**src/sv/u8hash_pkg.sv**
```systemverilog
// shared types, constants and helpers for the utf-8 to utf-16 string hash
`timescale 1ns / 1ps
`default_nettype none

package u8hash_pkg;

    // lead byte thresholds
    localparam logic [7:0] LEAD4_MIN = 8'hF0;
    localparam logic [7:0] LEAD3_MIN = 8'hE0;
    localparam logic [7:0] LEAD2_MIN = 8'hC0;

    // payload masks
    localparam logic [7:0] MASK4_LEAD = 8'h07;
    localparam logic [7:0] MASK3_LEAD = 8'h0F;
    localparam logic [7:0] MASK2_LEAD = 8'h1F;
    localparam logic [7:0] MASK_CONT  = 8'h3F;

    // surrogate constants
    localparam logic [20:0] SUPP_BASE = 21'h10000;
    localparam logic [15:0] HI_SURR   = 16'hD800;
    localparam logic [15:0] LO_SURR   = 16'hDC00;
    localparam logic [9:0]  SURR_MASK = 10'h3FF;

    // hash multiplier shift: h*31 = (h << 5) - h
    localparam int HASH_SHIFT = 5;

    // sequence lengths
    localparam logic [2:0] LEN1 = 3'd1;
    localparam logic [2:0] LEN2 = 3'd2;
    localparam logic [2:0] LEN3 = 3'd3;
    localparam logic [2:0] LEN4 = 3'd4;

    // one decoded code point, as one or two utf-16 units
    typedef struct packed {
        logic        pair;
        logic [15:0] unit_first;
        logic [15:0] unit_second;
        logic        last;
    } u8hash_entry_t;

    // emitter status seen by the top level
    typedef struct packed {
        logic [1:0] fifo_count;
        logic       second_half;
        logic       hash_zero;
    } u8hash_status_t;

    // sequence length from the lead byte
    function automatic logic [2:0] seq_length(input logic [7:0] lead);
        logic [2:0] len;
        if (lead >= LEAD4_MIN) begin
            len = LEN4;
        end else if (lead >= LEAD3_MIN) begin
            len = LEN3;
        end else if (lead >= LEAD2_MIN) begin
            len = LEN2;
        end else begin
            len = LEN1;
        end
        return len;
    endfunction

endpackage

`default_nettype wire

```
**src/sv/u8hash_decode.sv**
```systemverilog
// utf-8 byte buffering and lenient code point decode
`timescale 1ns / 1ps
`default_nettype none

module u8hash_decode (
    input  wire logic                       aclk,
    input  wire logic                       aresetn,
    input  wire logic                       in_accept,
    input  wire logic [7:0]                 in_byte,
    input  wire logic                       in_last,
    output logic                            push,
    output u8hash_pkg::u8hash_entry_t       push_entry
);
    import u8hash_pkg::*;

    logic [7:0]  pend_reg [3];
    logic [1:0]  count_reg;
    logic [1:0]  count_next;

    logic [7:0]  lead;
    logic [2:0]  need;
    logic [2:0]  have_len;
    logic        complete;
    logic [20:0] cp;
    logic [20:0] v;
    logic [10:0] v_hi;

    // lead byte and completion check
    always_comb begin
        lead     = (count_reg == 2'd0) ? in_byte : pend_reg[0];
        need     = seq_length(lead);
        have_len = {1'b0, count_reg} + 3'd1;
        complete = (have_len >= need) || in_last;
    end

    // decode with the form that the gathered bytes allow
    always_comb begin
        case (have_len)
            LEN4: cp = {(pend_reg[0][2:0] & MASK4_LEAD[2:0]),
                        (pend_reg[1][5:0] & MASK_CONT[5:0]),
                        (pend_reg[2][5:0] & MASK_CONT[5:0]),
                        (in_byte[5:0] & MASK_CONT[5:0])};
            LEN3: cp = {5'd0, (pend_reg[0][3:0] & MASK3_LEAD[3:0]),
                        (pend_reg[1][5:0] & MASK_CONT[5:0]),
                        (in_byte[5:0] & MASK_CONT[5:0])};
            LEN2: cp = {10'd0, (pend_reg[0][4:0] & MASK2_LEAD[4:0]),
                        (in_byte[5:0] & MASK_CONT[5:0])};
            default: cp = {13'd0, in_byte};
        endcase
    end

    // split into units, surrogates wrap at 16 bits
    always_comb begin
        v    = cp - SUPP_BASE;
        v_hi = v[20:10];
        push_entry.pair        = (cp >= SUPP_BASE);
        push_entry.unit_first  = push_entry.pair ? (HI_SURR + {5'd0, v_hi}) : cp[15:0];
        push_entry.unit_second = LO_SURR + {6'd0, (v[9:0] & SURR_MASK)};
        push_entry.last        = in_last;
        push                   = in_accept && complete;
    end

    // buffer count
    always_comb begin
        count_next = count_reg;
        if (in_accept) begin
            count_next = complete ? 2'd0 : have_len[1:0];
        end
    end

    always_ff @(posedge aclk) begin
        if (!aresetn) begin
            count_reg <= 2'd0;
        end else begin
            count_reg <= count_next;
        end
    end

    // pending bytes, no reset
    always_ff @(posedge aclk) begin
        if (in_accept && !complete) begin
            pend_reg[count_reg] <= in_byte;
        end
    end

endmodule

`default_nettype wire

```
**src/sv/u8hash_emit.sv**
```systemverilog
// two-entry queue of decoded code points and the hashing unit emitter
`timescale 1ns / 1ps
`default_nettype none

module u8hash_emit (
    input  wire logic                       aclk,
    input  wire logic                       aresetn,
    input  wire logic                       push,
    input  wire u8hash_pkg::u8hash_entry_t  push_entry,
    output logic                            full,
    output logic                            out_valid,
    input  wire logic                       out_ready,
    output logic [15:0]                     out_unit,
    output logic [31:0]                     out_hash,
    output logic                            out_final,
    output u8hash_pkg::u8hash_status_t      status
);
    import u8hash_pkg::*;

    u8hash_entry_t fifo_mem [2];
    logic          wr_ptr_reg;
    logic          rd_ptr_reg;
    logic [1:0]    count_reg;
    logic [1:0]    count_next;
    logic          sub_reg;
    logic          sub_next;
    logic [31:0]   hash_reg;
    logic [31:0]   hash_next;
    logic          valid_reg;
    logic [15:0]   unit_reg;
    logic [31:0]   out_hash_reg;
    logic          final_reg;

    u8hash_entry_t head;
    logic          load;
    logic          pop;
    logic [15:0]   unit;
    logic          fin;
    logic [31:0]   h31;

    // select the next unit and fold it into the hash, which clears after the final unit
    always_comb begin
        head  = fifo_mem[rd_ptr_reg];
        load  = (count_reg != 2'd0) && (!valid_reg || out_ready);
        unit  = sub_reg ? head.unit_second : head.unit_first;
        fin   = head.last && (!head.pair || sub_reg);
        pop   = load && (!head.pair || sub_reg);
        h31   = (hash_reg << HASH_SHIFT) - hash_reg + {16'd0, unit};
        hash_next  = hash_reg;
        sub_next   = sub_reg;
        if (load) begin
            hash_next = fin ? 32'd0 : h31;
            sub_next  = !pop;
        end
        count_next = count_reg + {1'b0, push} - {1'b0, pop};
    end

    // queue storage
    always_ff @(posedge aclk) begin
        if (push) begin
            fifo_mem[wr_ptr_reg] <= push_entry;
        end
    end

    // control state
    always_ff @(posedge aclk) begin
        if (!aresetn) begin
            wr_ptr_reg <= 1'b0;
            rd_ptr_reg <= 1'b0;
            count_reg  <= 2'd0;
            sub_reg    <= 1'b0;
            hash_reg   <= 32'd0;
            valid_reg  <= 1'b0;
        end else begin
            if (push) begin
                wr_ptr_reg <= !wr_ptr_reg;
            end
            if (pop) begin
                rd_ptr_reg <= !rd_ptr_reg;
            end
            count_reg <= count_next;
            sub_reg   <= sub_next;
            hash_reg  <= hash_next;
            if (load) begin
                valid_reg <= 1'b1;
            end else if (out_ready) begin
                valid_reg <= 1'b0;
            end
        end
    end

    // output beat payload
    always_ff @(posedge aclk) begin
        if (load) begin
            unit_reg     <= unit;
            out_hash_reg <= h31;
            final_reg    <= fin;
        end
    end

    assign full      = (count_reg == 2'd2);
    assign out_valid = valid_reg;
    assign out_unit  = unit_reg;
    assign out_hash  = out_hash_reg;
    assign out_final = final_reg;

    assign status.fifo_count  = count_reg;
    assign status.second_half = sub_reg;
    assign status.hash_zero   = (hash_reg == 32'd0);

endmodule

`default_nettype wire

```
**src/sv/utf8_to_utf16_string_hash.sv**
```systemverilog
// utf-8 string to utf-16 units with running 31-multiplier hash, top level
// a byte that completes a code point is written into the emitter queue; its first unit then goes to the output register
// throughput: one byte per cycle while the queue is not full; a supplementary code point needs an output beat
//   for each of its two units, set by the single hash update per beat in the emitter
// a byte that only fills the sequence buffer gives no output beat
// reset: synchronous active-low aresetn clears buffer count, queue, hash and output valid
`timescale 1ns / 1ps
`default_nettype none

module utf8_to_utf16_string_hash (
    input  wire logic        aclk,
    input  wire logic        aresetn,
    input  wire logic        s_tvalid,
    output logic             s_tready,
    input  wire logic [7:0]  s_tdata,   // [7:0] data_byte
    input  wire logic        s_tlast,   // end_of_string
    output logic             m_tvalid,
    input  wire logic        m_tready,
    output logic [47:0]      m_tdata,   // [15:0] code_unit, [47:16] running_hash
    output logic             m_tlast    // final_unit
);
    import u8hash_pkg::*;

    logic           in_accept;
    logic           push;
    u8hash_entry_t  push_entry;
    logic           full;
    logic [15:0]    out_unit;
    logic [31:0]    out_hash;
    u8hash_status_t status;

    assign s_tready  = !full;
    assign in_accept = s_tvalid && s_tready;

    // byte buffering and decode
    u8hash_decode u_decode (
        .aclk       (aclk),
        .aresetn    (aresetn),
        .in_accept  (in_accept),
        .in_byte    (s_tdata),
        .in_last    (s_tlast),
        .push       (push),
        .push_entry (push_entry)
    );

    // unit queue, hash and output register
    u8hash_emit u_emit (
        .aclk       (aclk),
        .aresetn    (aresetn),
        .push       (push),
        .push_entry (push_entry),
        .full       (full),
        .out_valid  (m_tvalid),
        .out_ready  (m_tready),
        .out_unit   (out_unit),
        .out_hash   (out_hash),
        .out_final  (m_tlast),
        .status     (status)
    );

    assign m_tdata = {out_hash, out_unit};

    // checks
    a_hash_clear: assert property (@(posedge aclk) disable iff (!aresetn)
        (status.fifo_count != 2'd0) && (!m_tvalid || m_tready) && status.second_half &&
        (status.fifo_count == 2'd1) && !push |=> status.fifo_count == 2'd0)
        else $error("queue did not drain after second surrogate");

    a_queue_bound: assert property (@(posedge aclk) disable iff (!aresetn)
        status.fifo_count != 2'd3)
        else $error("queue count overflow");

    a_second_half_has_entry: assert property (@(posedge aclk) disable iff (!aresetn)
        status.second_half |-> status.fifo_count != 2'd0)
        else $error("second surrogate pending with empty queue");

    a_final_clears_hash: assert property (@(posedge aclk) disable iff (!aresetn)
        m_tvalid && m_tlast && $rose(m_tvalid) |-> status.hash_zero)
        else $error("hash not cleared after final unit");

endmodule

`default_nettype wire
```
**config.mk**
```make
export PLATFORM = sky130hd
export DESIGN_NAME = utf8_to_utf16_string_hash
export DESIGN_NICKNAME = d
export VERILOG_FILES = /design/src/sv/u8hash_pkg.sv /design/src/sv/u8hash_decode.sv /design/src/sv/u8hash_emit.sv /design/src/sv/utf8_to_utf16_string_hash.sv
export SDC_FILE = /design/constraint.sdc
export NUM_CORES = 1
export LEC_CHECK = 0
export BUFFER_PORTS_ARGS = -buffer_cell sky130_fd_sc_hd__buf_4
export CORE_MARGIN = 5
export CORE_UTILIZATION = 30
export CTS_CLUSTER_SIZE = 28
export DETAILED_ROUTE_END_ITERATION = 7
export PLACE_DENSITY = 0.44
export SKIP_LAST_GASP = 1
export SLEW_MARGIN = 20
export SYNTH_ARGS = -nofsm -noshare
export SYNTH_HDL_FRONTEND = slang
export SYNTH_HIERARCHICAL = 1
export SYNTH_SLANG_ARGS = --single-unit
```
**constraint.sdc**
```tcl
create_clock -name aclk -period 7.5 [get_ports aclk]
set_input_delay 1.125 -clock aclk [delete_from_list [all_inputs] [get_ports aclk]]
set_output_delay 1.125 -clock aclk [all_outputs]
set_load 0.01 [all_outputs]
```
Word-level counts from Yosys, hierarchy flattened. Memory sizes are Yosys's and may differ from the RTL's. A register that Yosys moved wholly into a read port is not among the register bits. Index checks and enable logic that the tools add are counted.

Multiplexer cells: 17. Reduce and logical (&&, ||, !) cells: 19. Order comparisons: 5. Equal/unequal tests: 4. Add/subtract/negate cells: 8.

Operator list (count): case mux 21 bit (3 select lines) (1); adder 32 x 16 -> 32 bit (1); two-way mux 16 bit (2); two-way mux 32 bit (1); subtractor 32 bit (1); >= comparator 8 bit (second input constant) (3); >= comparator 21 x 17 -> 1 bit (second input constant) (1); subtractor 21 x 17 -> 21 bit (second input constant) (1); adder 15 x 11 -> 16 bit (first input constant) (1); adder 15 x 12 -> 16 bit (first input constant) (1); two-way mux 1 bit (8); two-way mux 8 bit (1); logical NOT 1 bit (7); == test 3 x 2 -> 1 bit (second input constant) (2); logical AND 1 bit (6); two-way mux 2 bit (3); nonzero test 2 bit (2); adder 2 x 1 -> 3 bit (second input constant) (1); == test 3 bit (second input constant) (1); >= comparator 3 bit (1); logical OR 1 bit (3); two-way mux 3 bit (1); adder 2 x 1 -> 2 bit (1); == test 2 bit (second input constant) (1); 2 further kinds (2).

Output and inout bits: 51. Input bits: 13. Word-level logic and storage cells: 65. Flip-flop bits (word level): 89. Memory bits (writable): 92. Memories kept: 2.

Memories: u_emit.fifo_mem (depth 2, bits a word 34, rd ports 1, clocked after Yosys merged registers in 1, write ports 1, line u8hash_emit.sv:20) `u8hash_entry_t fifo_mem [2];`; u_decode.pend_reg (depth 3, bits a word 8, rd ports 3, clocked after Yosys merged registers in 0, write ports 1, line u8hash_decode.sv:16) `logic [7:0] pend_reg [3];`.

Logic depth before layout (Yosys ltp). Gate-level depths: netlist (run 1).

Depth after elaboration: 12. Gate-level depth with buffers: 15. Depth with buffers taken out: 14.

By module. The synthesis (run 1) kept the hierarchy.

Modules (own cells, without submodules): u8hash_emit (times used 1, area each 7778.7 sq um, cells an instance 615, seq. area each 4294.1 sq um); u8hash_decode (times used 1, area each 1526.5 sq um, cells an instance 161, seq. area each 640.6 sq um); utf8_to_utf16_string_hash (times used 1, area each 10.0 sq um, cells an instance 2, seq. area each 0.0 sq um).

Worst setup path after synthesis (run 1). OpenSTA, ideal clock, no wires.

Path type: in2reg. Start: in s_tdata[7]. End: mem u_emit/fifo_mem[0][0] (netlist bit) (enable). Stages on the path: 9. Arrival: 3.764 ns. Required time: 7.071 ns. Buffers on the path: 0. Library setup time: 0.429 ns. Path slack: 3.307 ns. Cell sequence: nand3_1 -> o21ai_0 -> o221ai_1 -> ha_1 -> nand2b_1 -> a21oi_1 -> o21ai_0 -> and2_1 -> nor2b_1.

Word-level cells in the longest chain between the ends: 10. Elaborated cells on any way between the ends: 12. Classes of those cells: 4 x order compare; 6 x mux; 2 x reduce/logical.

RTL lines: start, declared (line utf8_to_utf16_string_hash.sv:15) `input wire logic [7:0] s_tdata,`; two-way mux 8 bit * (line u8hash_decode.sv:30) `lead = (count_reg == 2'd0) ? in_byte : pend_reg[0];`; >= comparator 8 bit (line u8hash_pkg.sv:55) `end else if (lead >= LEAD2_MIN) begin`; two-way mux 2 bit (line u8hash_pkg.sv:55); two-way mux 2 bit (line u8hash_pkg.sv:53) `end else if (lead >= LEAD3_MIN) begin`; two-way mux 3 bit * (line u8hash_pkg.sv:51) `if (lead >= LEAD4_MIN) begin`; >= comparator 3 bit * (line u8hash_decode.sv:33) `complete = (have_len >= need) || in_last;`; logical OR 1 bit * (line u8hash_decode.sv:33); logical AND 1 bit * (line u8hash_decode.sv:60) `push = in_accept && complete;`; named net push (line utf8_to_utf16_string_hash.sv:25) `logic push;`; two-way mux 1 bit * (line u8hash_emit.sv:60) `if (push) begin`; two-way mux 1 bit (not written as such) * (line u8hash_emit.sv:61) `fifo_mem[wr_ptr_reg] <= push_entry;`; end, declared (line u8hash_emit.sv:20).

The timed path passes the listed nets; every way through them passes the cells marked *.

==> results by group, run 1 <==
Finish
  – Fin nets: 911
  – Share of cells above drive strength 1: 17.49%
  – Most common cell after layout, fill and taps aside: edfxtp_1
  – Area grow syn2layout: 15.10%
  – Most frequent cells in the layout: edfxtp_1 (137), inv_1 (75), buf_4 (70)
  – Max reg flops: 68
  – N_diodes: 0

Flow run
  – MaxCap Viol Count: 0

Global routing
  – Global-route layer with the greatest usage: met2
  – Initial antenna violation count: 1
  – Gr usage total: 13.81%
  – Largest net degree at the start of global routing: 54
  – Congestion Overflow GR: 0
  – First-pass GRT wire length: 36090 um
  – Met3 usage: 2.286%
  – GR Layer Usage met1: 19.28%
  – Number of global-route vias before repair: 6077
  – Routing usage on met2: 22.32%

STA
  – Final setup vio count: 0
  – Fmax: 0.2350 GHz
  – Clock Skew: 0.01282 ns
  – Tmin final: 4.256 ns
  – Fin. max-slew vios: 0
  – RSZ-0062 raised after global routing: false
  – TNS Setup: 0 ns
  – Slew margin rel.: 32.14%
  – Tcrit/Tclk final: 56.75%
  – Slew @ Worst Pin: 1.014 ns
  – Hold Violations, Final: 0

CTS
  – CTS Root Cell: clkbuf_16
  – CTS buffer count: 17
  – # hold bufs at CTS: 0
  – Postcts setup bufs: 0
  – Worst-path clk slew: 0.07 ns
  – CTS H-Tree Depth: 4
  – Clk_lat worst skew: 0.43 ns
  – Maximum root-to-sink buffer count: 2
  – Post-CTS sizing: 0
  – CTS tree: yes
  – Clk sinks: 178

Yosys
  – Post-Syn Area: 9241 sq um
  – Avg Cell Area, Syn: 12.06 sq um
  – Post-synthesis instance total: 766
  – Yosys warns: 6

Critical path
  – Reg2reg path depth: 11
  – Critical Path Source Type: flip-flop
  – CP Capture Type: flip-flop
  – Slowest stage delay, CP: 0.59 ns
  – CP Cell Sequence: buf_4 -> mux4_2 -> ha_1 -> fa_1 -> a21o_1 -> a221oi_4 -> a21oi_1 -> o211ai_1 -> o31ai_1 -> xor2_1 -> a22o_1
  – Crit path kind: flip-flop to flip-flop
  – Reg2reg setup slack: 3.24 ns
  – Crit path max fanout: 12
  – R2r endpoint: u_emit/hash_reg[29]
  – CP required: 7.82 ns
  – CP max stage cell: dfxtp_1
  – Critical Path AT: 4.58 ns

Floorplanning
  – Starting Density: 30.29%
  – Core footprint: 30510 sq um
  – Die height: 185.5 um
  – DIE AREA: 34410 sq um
  – Num rows: 64
  – Die Wd: 185.5 um
  – # IOs: 64

Hold path
  – Hold Path End: u_emit/hash_reg[2]
  – Min-Delay Path Depth: 2
  – Worst hold start: u_emit/hash_reg[2]
  – Worst hold path class: flip-flop to flip-flop

Placed design
  – # port buffers: 63
  – Final estimated routing congestion in global placement: 0.8184
  – Final HPWL DP: 16950 um

Routing
  – Post-Route WL: 22700 um
  – Post-route ant nets: 0
  – Vias per cell: 4.725
  – Detailed Routing Iterations Pass 1: 5
  – Avg WL per Cell: 18.44 um
  – DRC viols: 0
  – DRT iter0 DRCs: 307
  – Vias: 5816

Run status
  – Outcome: complete, no violations
-- worst max-delay path: cells and delay by family, from the launching register on --
kind | cells | cell delay, ns
AO/OA/AOI/OAI | 6 | 1.61
XOR/XNOR | 1 | 0.19
adder cells (fa/ha/maj) | 2 | 0.80
buffers and inverters | 1 | 0.36
flip-flops | 1 | 0.59
multiplexers | 1 | 0.58
-- layout make-up --
class | count | area (sq um)
Inverter | 78 | 292.8
Clock buffer | 17 | 425.4
Multi-Input combinational cell | 477 | 3830
Tap cell | 396 | 495.5
Timing Repair Buffer | 70 | 525.5
Sequential cell | 178 | 4935
Clock inverter | 15 | 132.6
Fill cell | 3046 | 19870
-- how the worst max path moves through the flow --
stage / startpoint / slack, ns / endpoint
CTS: flip-flop / 3.20 / u_emit/hash_reg[29]
detailed placement: flip-flop / 3.24 / u_emit/hash_reg[29]
global route: flip-flop / 2.98 / u_emit/hash_reg[27]
global placement: flip-flop / 3.25 / u_emit/hash_reg[29]
finish: flip-flop / 3.24 / u_emit/hash_reg[29]
floorplan: s_tdata[7] / 3.31 / u_emit/fifo_mem[0][0]
-- metal layers --
metal	routed length [um]	up-vias	part of all wire, %
li1	-	2877	-
met1	10850	2830	48
met2	10840	96	48
met3	755	13	3.3
met4	261	0	1.1
met5	0	-	0
-- stage by stage --
step	setup WS, ns	hold WS [ns]	util, %	instances	cell area (sq um)
after floorplan	3.307	0.4251	-	770	9256
after global placement	3.249	0.4402	33.03	1199	10080
after detailed placement	3.240	0.4485	33.03	1199	10080
after CTS	3.201	0.4575	34.86	1231	10640
after global routing	2.982	0.4711	34.86	1231	10640
final	3.244	0.4555	34.86	1231	10640
Power of run 1 is left out: the tool's default activity adds up to more than one toggle a clock period on the data nets, which glitch-free logic cannot reach.
==> inputs of run 2 (changes only) <==
--- a/config.mk
+++ b/config.mk
@@ -10,7 +10,7 @@
 export CORE_UTILIZATION = 30
 export CTS_CLUSTER_SIZE = 28
 export DETAILED_ROUTE_END_ITERATION = 7
-export PLACE_DENSITY = 0.44
+export PLACE_DENSITY = 0.46
 export SKIP_LAST_GASP = 1
 export SLEW_MARGIN = 20
 export SYNTH_ARGS = -nofsm -noshare
==> constraint.sdc (replaced) <==
create_clock -name aclk -period 3.53 [get_ports aclk]
set_input_delay 0.5295 -clock aclk [delete_from_list [all_inputs] [get_ports aclk]]
set_output_delay 0.5295 -clock aclk [all_outputs]
set_load 0.01 [all_outputs]
==> results by group, run 2 (synthesis results as in run 1) <==
Run status
  – Outcome: finished, violations left (was complete, no violations)
  – Failing checks: setup timing

Floorplanning
  – Core footprint: 30510 sq um (unchanged)
  – Num rows: 64 (unchanged)
  – Die height: 185.5 um (unchanged)
  – Starting Density: 30.29% (unchanged)
  – # IOs: 64 (unchanged)
  – DIE AREA: 34410 sq um (unchanged)
  – Die Wd: 185.5 um (unchanged)

Critical path
  – Critical Path Source Type: flip-flop (unchanged)
  – Crit path max fanout: 8 (was 12)
  – Worst setup endpoint: u_emit/hash_reg[31] (was u_emit/hash_reg[29])
  – Reg2reg path depth: 12 (was 11)
  – CP max stage cell: fa_1 (was dfxtp_1)
  – CP Cell Sequence: buf_12 -> mux4_2 -> fa_1 -> ha_4 -> buf_6 -> and3_4 -> a221oi_4 -> a211oi_2 -> o211a_1 -> nor2b_4 -> o311ai_4 -> a22o_1 (was buf_4 -> mux4_2 -> ha_1 -> fa_1 -> a21o_1 -> a221oi_4 -> a21oi_1 -> o211ai_1 -> o31ai_1 -> xor2_1 -> a22o_1)
  – R2r endpoint: u_emit/hash_reg[31] (was u_emit/hash_reg[29])
  – Crit path kind: flip-flop to flip-flop (unchanged)
  – CP Capture Type: flip-flop (unchanged)
  – CP required: 3.85 ns (was 7.82 ns)
  – Reg2reg setup slack: -0.003 ns (was 3.24 ns)
  – Critical Path AT: 3.85 ns (was 4.58 ns)
  – Slowest stage delay, CP: 0.60 ns (was 0.59 ns)

Finish
  – Fill count: 2961 (was 3046)
  – Fin nets: 1001 (was 911)
  – Most common cell after layout, fill and taps aside: buf_4 (was edfxtp_1)
  – Register area: 4940 sq um (was 4935 sq um)
  – Most frequent cells in the layout: buf_4 (147), edfxtp_1 (137), inv_1 (67) (was edfxtp_1 (137), inv_1 (75), buf_4 (70))
  – Share of cells above drive strength 1: 31.24% (was 17.49%)
  – N_diodes: 0 (unchanged)
  – Max reg flops: 68 (unchanged)
  – Area grow syn2layout: 27.36% (was 15.10%)
  – Footprint of the multi-input gates: 4130 sq um (was 3830 sq um)

Placed design
  – # port buffers: 63 (unchanged)
  – Final estimated routing congestion in global placement: 0.8272 (was 0.8184)
  – Final HPWL DP: 17850 um (was 16950 um)

Routing
  – Post-Route WL: 23510 um (was 22700 um)
  – Detailed Routing Iterations Pass 1: 6 (was 5)
  – Avg WL per Cell: 17.80 um (was 18.44 um)
  – Post-route ant nets: 0 (unchanged)
  – DRC viols: 0 (unchanged)
  – Vias: 6277 (was 5816)
  – DRT iter0 DRCs: 381 (was 307)
  – Vias per cell: 4.752 (was 4.725)

CTS
  – CTS tree: yes (unchanged)
  – Worst-path clk slew: 0.08 ns (was 0.07 ns)
  – Maximum root-to-sink buffer count: 2 (unchanged)
  – CTS Root Cell: clkbuf_16 (unchanged)
  – Clk_lat worst skew: 0.43 ns (about the same)
  – CTS buffer count: 17 (unchanged)
  – CTS H-Tree Depth: 4 (unchanged)
  – Clk sinks: 178 (unchanged)

STA
  – Fmax: 0.2831 GHz (was 0.2350 GHz)
  – TNS Setup: -0.002573 ns (was 0 ns)
  – Final setup vio count: 1 (was 0)
  – Slew @ Worst Pin: 0.6437 ns (was 1.014 ns)
  – Slew margin rel.: 57.09% (was 32.14%)
  – Tcrit/Tclk final: 100.1% (was 56.75%)
  – RSZ-0062 raised after global routing: true (was false)
  – Tmin final: 3.533 ns (was 4.256 ns)
  – Hold Violations, Final: 0 (unchanged)
  – Fin. max-slew vios: 0 (unchanged)
  – Final worst setup slack: -0.002573 ns (was 3.244 ns)
  – Clock Skew: 0.01319 ns (was 0.01282 ns)

Global routing
  – Congestion Overflow GR: 0 (unchanged)
  – Largest net degree at the start of global routing: 35 (was 54)
  – Gr usage total: 13.84% (was 13.81%)
  – First-pass GRT wire length: 36290 um (was 36090 um)
  – Initial antenna violation count: 0 (was 1)
  – Number of global-route vias before repair: 6366 (was 6077)

Hold path
  – Worst hold path class: input port to flip-flop (was flip-flop to flip-flop)
  – Worst hold start: s_tdata[6] (was u_emit/hash_reg[2])

Flow run
  – MaxCap Viol Count: 0 (unchanged)
[run 2: cell type report]
cell class	count	share of cell area, %
Tap cell	396	4.210
Clock inverter	15	1.435
Timing Repair Buffer	160	11.17
Clock buffer	17	3.614
Inverter	78	2.509
Multi-Input combinational cell	477	35.09
Sequential cell	178	41.97
[run 2: stage by stage]
stage / utilization [%] / hold slack [ns] / cells / setup slack (ns) / cell area [sq um]
floorplan: - / 0.4251 / 770 / 0.01691 / 9275
global placement: 35.20 / 0.4400 / 1278 / -0.1602 / 10740
detailed placement: 35.20 / 0.4499 / 1278 / -0.2306 / 10740
CTS: 37.47 / 0.2647 / 1313 / -0.02986 / 11430
global route: 38.58 / 0.2670 / 1321 / -0.1373 / 11770
finish: 38.58 / 0.2888 / 1321 / -0.002573 / 11770
[run 2: layer usage]
layer	wire [um]	global-route usage [%]
met5	0	0
met3	622	2.267
met2	11670	23.76
met4	270	3.288
met1	10950	18.40
[run 2: worst min-delay path by stage]
stage / to / slack, ns / depth (start not counted)
2_1_floorplan: u_emit/hash_reg[28] / 0.43 / 2
3_3_place_gp: u_emit/hash_reg[3] / 0.44 / 2
3_5_place_dp: u_emit/hash_reg[3] / 0.45 / 2
4_1_cts: u_decode/pend_reg[0][6] / 0.26 / 1
5_1_grt: u_decode/pend_reg[0][6] / 0.27 / 1
6_report: u_decode/pend_reg[0][6] / 0.29 / 1
[run 2: critical path, delay by kind of cell (launching register included)]
kind	cells	cell delay [ns]
buffers and inverters	2	0.24
AND/OR/NAND/NOR	2	0.33
adder cells (fa/ha/maj)	2	0.81
AO/OA/AOI/OAI	5	1.11
flip-flops	1	0.37
multiplexers	1	0.55
[run 2: what timing repair did]
action,4_1_cts,5_1_grt
setup buffers,3,8
hold buffers,0,0
pin swaps,7,20
setup endpoints to repair,22,36
gates resized for setup,13,63
Power of run 2 is left out for the same reason.
==> inputs of run 3 (changes only) <==
--- a/config.mk
+++ b/config.mk
@@ -11,6 +11,7 @@
 export CTS_CLUSTER_SIZE = 28
 export DETAILED_ROUTE_END_ITERATION = 7
 export PLACE_DENSITY = 0.46
+export RECOVER_POWER = 100
 export SKIP_LAST_GASP = 1
 export SLEW_MARGIN = 20
 export SYNTH_ARGS = -nofsm -noshare
==> results by group, run 3 (synthesis results as in run 1) <==
Run status
  – Outcome: finished, violations left (unchanged)
  – Failing checks: setup timing (unchanged)

STA
  – Fmax: 0.2830 GHz (was 0.2831 GHz)
  – RSZ-0062 raised after global routing: true (unchanged)
  – Clock Skew: 0.01328 ns (was 0.01319 ns)
  – Tcrit/Tclk final: 100.1% (about the same)
  – Slew @ Worst Pin: 0.6368 ns (was 0.6437 ns)
  – Slew margin rel.: 57.55% (was 57.09%)
  – Fin. max-slew vios: 0 (unchanged)
  – Hold Violations, Final: 0 (unchanged)
  – Final setup vio count: 1 (unchanged)
  – Final worst setup slack: -0.003579 ns (was -0.002573 ns)
  – Tmin final: 3.534 ns (was 3.533 ns)
  – TNS Setup: -0.003579 ns (was -0.002573 ns)
  – Hold slack: 0.3475 ns (was 0.2888 ns)

Routing
  – Post-route ant nets: 0 (unchanged)
  – DRT iter0 DRCs: 357 (was 381)
  – Avg WL per Cell: 17.80 um (about the same)
  – DRC viols: 0 (unchanged)
  – Detailed Routing Iterations Pass 1: 5 (was 6)
  – Vias: 6242 (was 6277)
  – Vias per cell: 4.725 (was 4.752)
  – Post-Route WL: 23520 um (was 23510 um)

Global routing
  – Number of global-route vias before repair: 6366 (unchanged)
  – Congestion Overflow GR: 0 (unchanged)
  – First-pass GRT wire length: 36290 um (unchanged)
  – Initial antenna violation count: 0 (unchanged)
  – Gr usage total: 13.84% (unchanged)
  – Largest net degree at the start of global routing: 35 (unchanged)

CTS
  – CTS buffer count: 17 (unchanged)
  – # hold bufs at CTS: 0 (unchanged)
  – CTS H-Tree Depth: 4 (unchanged)
  – Maximum root-to-sink buffer count: 2 (unchanged)
  – CTS Root Cell: clkbuf_16 (unchanged)
  – Worst-path clk slew: 0.08 ns (about the same)
  – Clk_lat worst skew: 0.44 ns (was 0.43 ns)
  – Clk sinks: 178 (unchanged)
  – CTS tree: yes (unchanged)

Finish
  – Footprint of the multi-input gates: 4130 sq um (unchanged)
  – Area grow syn2layout: 26.92% (was 27.36%)
  – Max reg flops: 68 (unchanged)
  – Register area: 4940 sq um (unchanged)
  – N_diodes: 0 (unchanged)
  – Most frequent cells in the layout: edfxtp_1 (137), buf_4 (136), inv_1 (67) (was buf_4 (147), edfxtp_1 (137), inv_1 (67))
  – Final Cell Area: 11730 sq um (was 11770 sq um)
  – Fill count: 2969 (was 2961)
  – Final Util: 38.44% (was 38.58%)
  – Fin nets: 1001 (unchanged)
  – Most common cell after layout, fill and taps aside: edfxtp_1 (was buf_4)
  – Share of cells above drive strength 1: 30.05% (was 31.24%)

Critical path
  – Critical Path Source Type: flip-flop (unchanged)
  – Slowest stage delay, CP: 0.60 ns (about the same)
  – CP required: 3.85 ns (about the same)
  – CP Cell Sequence: buf_12 -> mux4_2 -> fa_1 -> ha_4 -> buf_6 -> and3_4 -> a221oi_4 -> a211oi_2 -> o211a_1 -> nor2b_4 -> o311ai_4 -> a22o_1 (unchanged)
  – Crit path kind: flip-flop to flip-flop (unchanged)
  – R2r endpoint: u_emit/hash_reg[31] (unchanged)
  – CP Capture Type: flip-flop (unchanged)
  – CP max stage cell: fa_1 (unchanged)
  – Reg2reg path depth: 12 (unchanged)
  – Crit path max fanout: 8 (unchanged)
  – Reg2reg setup slack: -0.004 ns (was -0.003 ns)
  – Critical Path AT: 3.85 ns (about the same)

Placed design
  – # port buffers: 63 (unchanged)
  – Final HPWL DP: 17850 um (unchanged)
  – Final estimated routing congestion in global placement: 0.8272 (unchanged)
  – Post-DP Area: 10740 sq um (unchanged)

Hold path
  – Hold Path End: u_decode/pend_reg[0][6] (unchanged)
  – Min-Delay Path Depth: 1 (unchanged)
  – Worst hold start: s_tdata[6] (unchanged)
  – Worst hold path class: input port to flip-flop (unchanged)

Floorplanning
  – Core footprint: 30510 sq um (unchanged)
  – Starting Density: 30.29% (unchanged)
  – Die height: 185.5 um (unchanged)
  – Num rows: 64 (unchanged)
  – # IOs: 64 (unchanged)
  – DIE AREA: 34410 sq um (unchanged)
  – Die Wd: 185.5 um (unchanged)

Flow run
  – MaxCap Viol Count: 0 (unchanged)
## run 3: layout make-up
class,instances,share of cell area [%]
sequential,178,42.12
multi-input combinational,477,35.21
clock buffer,17,3.627
tap,396,4.224
clock inverter,15,1.440
inverter,78,2.518
timing repair buffer,160,10.86
## run 3: stage by stage
stage          cells  setup WS, ns
6_report        1321     -0.003579
2_1_floorplan    770       0.01691
3_5_place_dp    1278       -0.2306
3_3_place_gp    1278       -0.1602
4_1_cts         1313      -0.02986
5_1_grt         1321       -0.1373
## run 3: how the worst max path moves through the flow
stage | startpoint | end | slack, ns | depth (start not counted)
finish | flip-flop | u_emit/hash_reg[31] | -0.004 | 12
global route | flip-flop | u_emit/hash_reg[31] | -0.14 | 12
CTS | flip-flop | u_emit/hash_reg[27] | -0.03 | 12
detailed placement | flip-flop | u_emit/hash_reg[29] | -0.23 | 12
global placement | flip-flop | u_emit/hash_reg[25] | -0.16 | 12
floorplan | flip-flop | u_emit/hash_reg[31] | 0.02 | 13
## run 3: metal layers
metal,track usage (%),up-vias,wire length [um]
met5,0,-,0
met4,3.288,0,253
met3,2.267,19,563
met2,23.76,92,11680
met1,18.40,3077,11020
li1,-,3054,-
## run 3: timing repair
| item | in CTS | in global routing |
|---|---|---|
| pin swaps | 7 | 20 |
| buffers inserted | 3 | 8 |
| setup endpoints to repair | 22 | 36 |
| resized for setup | 13 | 63 |
## run 3: worst max-delay path, delay by kind of cell, from the launching register on
family | cells | cell delay (ns)
adders and majority gates | 2 | 0.81
and+or+nand+nor | 2 | 0.33
DFF | 1 | 0.37
muxes | 1 | 0.55
AOI/OAI and AO/OA | 5 | 1.11
buffers and inverters | 2 | 0.24
Power of run 3 is left out for the same reason.
